==> config.mk <==
export PLATFORM = sky130hd
export DESIGN_NAME = cadeec_ctrl
export DESIGN_NICKNAME = d
export VERILOG_FILES = /design/src/hdl/cadeec_pkg.sv /design/src/hdl/cadeec_ctrl.sv
export SDC_FILE = /design/constraint.sdc
export NUM_CORES = 1
export LEC_CHECK = 0
export BUFFER_PORTS_ARGS = -buffer_cell sky130_fd_sc_hd__buf_2
export CORE_UTILIZATION = 40
export CTS_CLUSTER_DIAMETER = 100
export CTS_CLUSTER_SIZE = 40
export DETAILED_ROUTE_END_ITERATION = 16
export HOLD_SLACK_MARGIN = 0.15
export PLACE_DENSITY = 0.57
export SLEW_MARGIN = 10
export SYNTH_ARGS = -nofsm -noshare
export SYNTH_HDL_FRONTEND = slang
export SYNTH_SLANG_ARGS = --single-unit
export TNS_END_PERCENT = 100
==> constraint.sdc <==
create_clock -name clock -period 7 [get_ports clock]
set_clock_uncertainty 0.1 [all_clocks]
set_input_delay 1.4 -clock clock [delete_from_list [all_inputs] [get_ports clock]]
set_output_delay 1.4 -clock clock [all_outputs]
set_load 0.01 [all_outputs]
==> src/hdl/cadeec_pkg.sv <==
package cadeec_pkg;

   localparam int COORD_W = 32;
   localparam int ANGLE_W = 25;
   localparam int RADIUS_W = 31;
   localparam int WIDE_W = 64;
   localparam int Z_W = 32;
   localparam int GUARD = 61 - COORD_W;
   localparam int N_ITER = 23;
   localparam int ITER_W = 5;
   localparam int MAG_W = 34;

   localparam logic [1:0] KIND_LINE = 2'd0;
   localparam logic [1:0] KIND_ARC = 2'd1;
   localparam logic [1:0] KIND_CIRCLE = 2'd2;
   localparam logic [1:0] KIND_UNUSED = 2'd3;

   localparam logic [ANGLE_W-1:0] FULL_TURN = 25'd23592960;
   localparam logic signed [Z_W-1:0] DEG90 = 32'sd5898240;
   localparam logic signed [Z_W-1:0] DEG180 = 32'sd11796480;
   localparam logic signed [Z_W-1:0] DEG270 = 32'sd17694720;
   localparam logic signed [Z_W-1:0] DEG360 = 32'sd23592960;

   // CORDIC gain in Q30, and its rounded half for the low radius bit
   localparam logic [29:0] CORDIC_K = 30'd652032874;
   localparam logic [WIDE_W-1:0] HALF_K = 64'd326016437;
   localparam logic signed [WIDE_W-1:0] ROUND_BIAS = 64'sd1 <<< (GUARD - 1);
   localparam logic [MAG_W-1:0] MAG_LO = 34'd1 << 29;
   localparam logic [MAG_W-1:0] MAG_HI = 34'd1 << 30;

   typedef enum logic [3:0] {
      OP_NOP, OP_CAPTURE, OP_ROT_SETUP, OP_SCALE, OP_ROT_STEP, OP_ROT_FIN, OP_STORE,
      OP_VEC_INIT, OP_NORM, OP_VEC_PREP, OP_VEC_STEP, OP_VEC_FIN, OP_AXIS, OP_EMIT
   } op_type;

   typedef enum logic [1:0] {
      ANG_START, ANG_END, ANG_PHI
   } ang_type;

   typedef struct packed {
      op_type  op;
      ang_type ang;
   } dp_cmd_type;

   typedef struct packed {
      logic       at_origin;
      logic       on_axis;
      logic       norm_done;
      logic       iter_last;
      logic       out_busy;
   } dp_stat_type;

   function automatic logic signed [Z_W-1:0] arctan(input logic [ITER_W-1:0] idx);
      logic signed [Z_W-1:0] v;
      case (idx)
         5'd0: v = 32'sd2949120;
         5'd1: v = 32'sd1740967;
         5'd2: v = 32'sd919879;
         5'd3: v = 32'sd466945;
         5'd4: v = 32'sd234379;
         5'd5: v = 32'sd117304;
         5'd6: v = 32'sd58666;
         5'd7: v = 32'sd29335;
         5'd8: v = 32'sd14668;
         5'd9: v = 32'sd7334;
         5'd10: v = 32'sd3667;
         5'd11: v = 32'sd1833;
         5'd12: v = 32'sd917;
         5'd13: v = 32'sd458;
         5'd14: v = 32'sd229;
         5'd15: v = 32'sd115;
         5'd16: v = 32'sd57;
         5'd17: v = 32'sd29;
         5'd18: v = 32'sd14;
         5'd19: v = 32'sd7;
         5'd20: v = 32'sd4;
         5'd21: v = 32'sd2;
         5'd22: v = 32'sd1;
         default: v = 32'sd0;
      endcase
      return v;
   endfunction

   function automatic logic signed [COORD_W-1:0] sat_coord(input logic signed [WIDE_W-1:0] v);
      logic signed [WIDE_W-1:0] hi;
      logic signed [WIDE_W-1:0] lo;
      logic signed [COORD_W-1:0] r;
      hi = (64'sd1 <<< (COORD_W - 1)) - 64'sd1;
      lo = -hi - 64'sd1;
      if (v > hi) r = hi[COORD_W-1:0];
      else if (v < lo) r = lo[COORD_W-1:0];
      else r = v[COORD_W-1:0];
      return r;
   endfunction

endpackage

==> src/hdl/cadeec_ctrl.sv <==
module cadeec_ctrl import cadeec_pkg::*; (
   input  logic        clock,
   input  logic        reset,
   input  logic        req_valid,
   input  logic [1:0]  req_cmd,
   output logic        req_stall,
   input  dp_stat_type stat,
   output dp_cmd_type  cmd
);

   typedef enum logic [12:0] {
      S_IDLE      = 13'b0000000000001,
      S_ROT_SETUP = 13'b0000000000010,
      S_SCALE     = 13'b0000000000100,
      S_ROT       = 13'b0000000001000,
      S_ROT_FIN   = 13'b0000000010000,
      S_STORE     = 13'b0000000100000,
      S_VEC_INIT  = 13'b0000001000000,
      S_NORM      = 13'b0000010000000,
      S_VEC_PREP  = 13'b0000100000000,
      S_VEC       = 13'b0001000000000,
      S_VEC_FIN   = 13'b0010000000000,
      S_AXIS      = 13'b0100000000000,
      S_EMIT      = 13'b1000000000000
   } state_type;

   state_type state_ff, state_in;
   ang_type   ang_ff, ang_in;

   assign req_stall = (state_ff != S_IDLE);

   always_comb begin
      state_in = state_ff;
      ang_in = ang_ff;
      cmd.op = OP_NOP;
      cmd.ang = ang_ff;
      unique case (state_ff)
         S_IDLE: begin
            if (req_valid && req_cmd != KIND_UNUSED) begin
               cmd.op = OP_CAPTURE;
               if (req_cmd == KIND_LINE) begin
                  state_in = S_EMIT;
               end else if (req_cmd == KIND_ARC) begin
                  ang_in = ANG_START;
                  state_in = S_ROT_SETUP;
               end else begin
                  ang_in = ANG_PHI;
                  state_in = S_VEC_INIT;
               end
            end
         end
         S_ROT_SETUP: begin
            cmd.op = OP_ROT_SETUP;
            state_in = S_SCALE;
         end
         S_SCALE: begin
            cmd.op = OP_SCALE;
            state_in = S_ROT;
         end
         S_ROT: begin
            cmd.op = OP_ROT_STEP;
            if (stat.iter_last) state_in = S_ROT_FIN;
         end
         S_ROT_FIN: begin
            cmd.op = OP_ROT_FIN;
            state_in = S_STORE;
         end
         S_STORE: begin
            cmd.op = OP_STORE;
            if (ang_ff == ANG_START) begin
               ang_in = ANG_END;
               state_in = S_ROT_SETUP;
            end else begin
               state_in = S_EMIT;
            end
         end
         S_VEC_INIT: begin
            if (stat.at_origin) begin
               state_in = S_EMIT;
            end else if (stat.on_axis) begin
               state_in = S_AXIS;
            end else begin
               cmd.op = OP_VEC_INIT;
               state_in = S_NORM;
            end
         end
         S_NORM: begin
            if (stat.norm_done) state_in = S_VEC_PREP;
            else cmd.op = OP_NORM;
         end
         S_VEC_PREP: begin
            cmd.op = OP_VEC_PREP;
            state_in = S_VEC;
         end
         S_VEC: begin
            cmd.op = OP_VEC_STEP;
            if (stat.iter_last) state_in = S_VEC_FIN;
         end
         S_VEC_FIN: begin
            cmd.op = OP_VEC_FIN;
            state_in = S_ROT_SETUP;
         end
         S_AXIS: begin
            cmd.op = OP_AXIS;
            state_in = S_ROT_SETUP;
         end
         S_EMIT: begin
            // hold until the output register is free
            if (!stat.out_busy) begin
               cmd.op = OP_EMIT;
               state_in = S_IDLE;
            end
         end
         default: state_in = S_IDLE;
      endcase
   end

   always_ff @(posedge clock) begin
      if (reset) begin
         state_ff <= S_IDLE;
         ang_ff <= ANG_START;
      end else begin
         state_ff <= state_in;
         ang_ff <= ang_in;
      end
   end

endmodule

==> impl_metrics.toml <==
[place]
gp_congestion = 0.880
pre_cts_ws_ns = 3.09
post-dp-hpwl_mm = 2.03
place_inst = 170
numPortBuffers = 16

[route]
dr.pass1.iters = 4
vias_per_cell = 5.88
first_iter_violations = 41
avgRoutedWirePerCell_um = 15.2
drc = 0
ant_nets = 0
routed_wl_mm = 2.65
vias = 1023

[yosys]
syn_avg_cell_area_um2 = 7.78
synth_top_cell_by_area = "dfxtp_1"
yosysSeqAreaShare_pct = 29.4
synth_top_cell_area_share_pct = 29.4
ys_types = 37
synth.most_common_cell = "dfxtp_1"
synth_area_leaders = "dfxtp_1 (29%), nand2_1 (5.2%), nor2_1 (4.8%), a21oi_1 (3.9%), nand2b_1 (3.7%)"
synth_commonest_cells = "dfxtp_1 (15), nand2_1 (14), nor2_1 (13)"
synth_fp_nets = 141
yosysWarnings = 0
ys_ff_latch = 15
ys_async_sr_fraction_pct = 0
ys.flop_type = "dfxtp_1"
synth_edf_count = 0
synthCells = 131
synth_area_um2 = 1020

[timing]
drv_slew = 0
slew_headroom_pct = 36.2
setup_viol = 0
fmax_ghz = 0.234
fin_crit_ns = 4.28
tightest_slew_ns = 0.948
hold_viol_final = 0
finalCritPeriodShare_pct = 61.1
rsz0062_at_grt = "false"
tns_ns = 0
setup_slack_ns = 2.72

[clock_tree]
postCtsHoldBufs = 0
path_clk_slew_ns = 0.10
clock_path_buffers = 2
post_cts_resized = 0
cts_sinks = 15
tritoncts = "yes"
cts-root-buf = "clkbuf_4"
numCtsBuffers = 3
cts_setup_buffers = 0
htree_levels = 1
clk_latency_ns = 0.30

[min_path]
hp-class = "reg2reg"

[pwr]
netSwitchingFraction_pct = 38.1
pwr-share-seq_pct = 40.8
power_leakage_uw = 0.000471
p_sw_uw = 90.4
comb_power_share_pct = 36.5
pwr-share-clk_pct = 22.7
power_density_nw_per_um2 = 209
max-vdd-ir-drop_v = 0.000130
intPower_uw = 147

[run_status]
status = "finished clean"

[layout]
drive_gt1_share_pct = 22.6
nets = 157
filler_cell_count = 244
final_cells = 174
area_delta_synth_final_pct = 11.3
n_antenna_cell = 0

[critical_path]
crit_type = "reg2out"
worstPathRequired_ns = 5.50
crit_path_end_kind = "output port"
path_max_fanout = 6
arrival_ns = 2.78
regToRegSetupSlack_ns = 4.40
start_kind = "register"

[grt]
grt_max_degree = 12
overflow = 0
grt_pass1_wl_mm = 4.44
track_usage_pct = 22.2
antenna_found_initial = 0
grt_pass1_vias = 958

[floorplan]
die_h_um = 52.5
core_area_um2 = 2300
ios = 17
rows = 17
die-area_um2 = 2760
die_width_um = 52.5
start_util_pct = 44.4

[job]
cap_violations = 0
==> state kept, by name, summed over array words and instances (netlist names) <==
signal / count
ang_ff: 2
state_ff: 13
==> layout by cell type (no fill, tap or decap), types with 2 or more instances in the layout <==
cell      Yosys  layout
buf_2         1      16
dfxtp_1      15      15
nand2_1      14      14
nor2_1       13      13
a21oi_1       8       8
nor3_1        7       7
nand3_1       7       7
nor4_1        6       6
nand2b_1      6       6
o21ai_0       6       6
nand4_1       4       4
nor2b_1       3       3
xor2_1        3       3
or4_4         3       3
or4b_2        3       3
clkbuf_4      0       3
or4_1         2       2
and3_1        2       2
a31oi_1       2       2
or2_2         2       2
inv_1         2       2
xnor2_1       2       2
nand4b_1      2       2
o21bai_1      2       2
==> worst max-delay path, cell delays in order (launching register included) <==
cell	delay [ns]
dfxtp_1	0.38
or4_1	0.69
or4_4	0.59
or4_4	0.54
nand4_1	0.13
buf_2	0.14
==> power groups by stage <==
| stage | logic [uW] | registers [uW] | clock network, uW |
|---|---|---|---|
| 2_1_floorplan | 66.5 | 95.5 | 0 |
| 4_1_cts | 86.4 | 96.6 | 53.2 |
| 5_1_grt | 95.4 | 97.6 | 57.0 |
| 3_5_place_dp | 85.6 | 98.6 | 0 |
| 3_3_place_gp | 87.7 | 98.3 | 0 |
| 6_report | 86.6 | 96.8 | 54.0 |
==> per-layer routing <==
layer / track usage [%] / wire length (um) / vias up
met3: 2.61 / 171 / 4
met1: 31.6 / 1250 / 467
met5: 0 / 0 / -
met2: 34.4 / 1200 / 32
li1: - / - / 520
met4: 6.58 / 21 / 0
==> cells by family (layout without fill, tap and decap cells) <==
kind of cell | after synthesis | after routing | synth area share, %
simple gates | 81 | 81 | 48.0
buf+inv | 7 | 22 | 3.44
flops | 15 | 15 | 29.4
compound gates | 22 | 22 | 13.9
xor+xnor | 5 | 5 | 4.30
mux | 1 | 1 | 0.982
==> stage by stage <==
stage,instance area [um2],util (%),hold slack (ns),total power (uW)
finish,1130,49.4,0.368,237
global placement,1110,48.2,0.358,186
CTS,1130,49.4,0.371,236
global route,1130,49.4,0.386,250
floorplan,1020,-,0.387,162
detailed placement,1110,48.2,0.358,184
==> worst paths after layout <==
check	from	depth (start not counted)	endpoint
max	state_ff[8]	5	cmd[2]
min	ang_ff[1]	2	ang_ff[1]
max reg2reg	state_ff[8]	6	state_ff[1]
min reg2reg	ang_ff[1]	2	ang_ff[1]
==> area by class of cell <==
| type | count | area [um2] | share of cell area [%] |
|---|---|---|---|
| Clock buffer | 3 | 22.5 | 1.98 |
| Clock inverter | 1 | 5.00 | 0.441 |
| Inverter | 2 | 7.51 | 0.662 |
| Multi-Input combinational cell | 109 | 684 | 60.3 |
| Sequential cell | 15 | 300 | 26.5 |
| Tap cell | 28 | 35.0 | 3.09 |
| Timing Repair Buffer | 16 | 80.1 | 7.06 |
No activity file was read; power rests on OpenSTA's default activity.
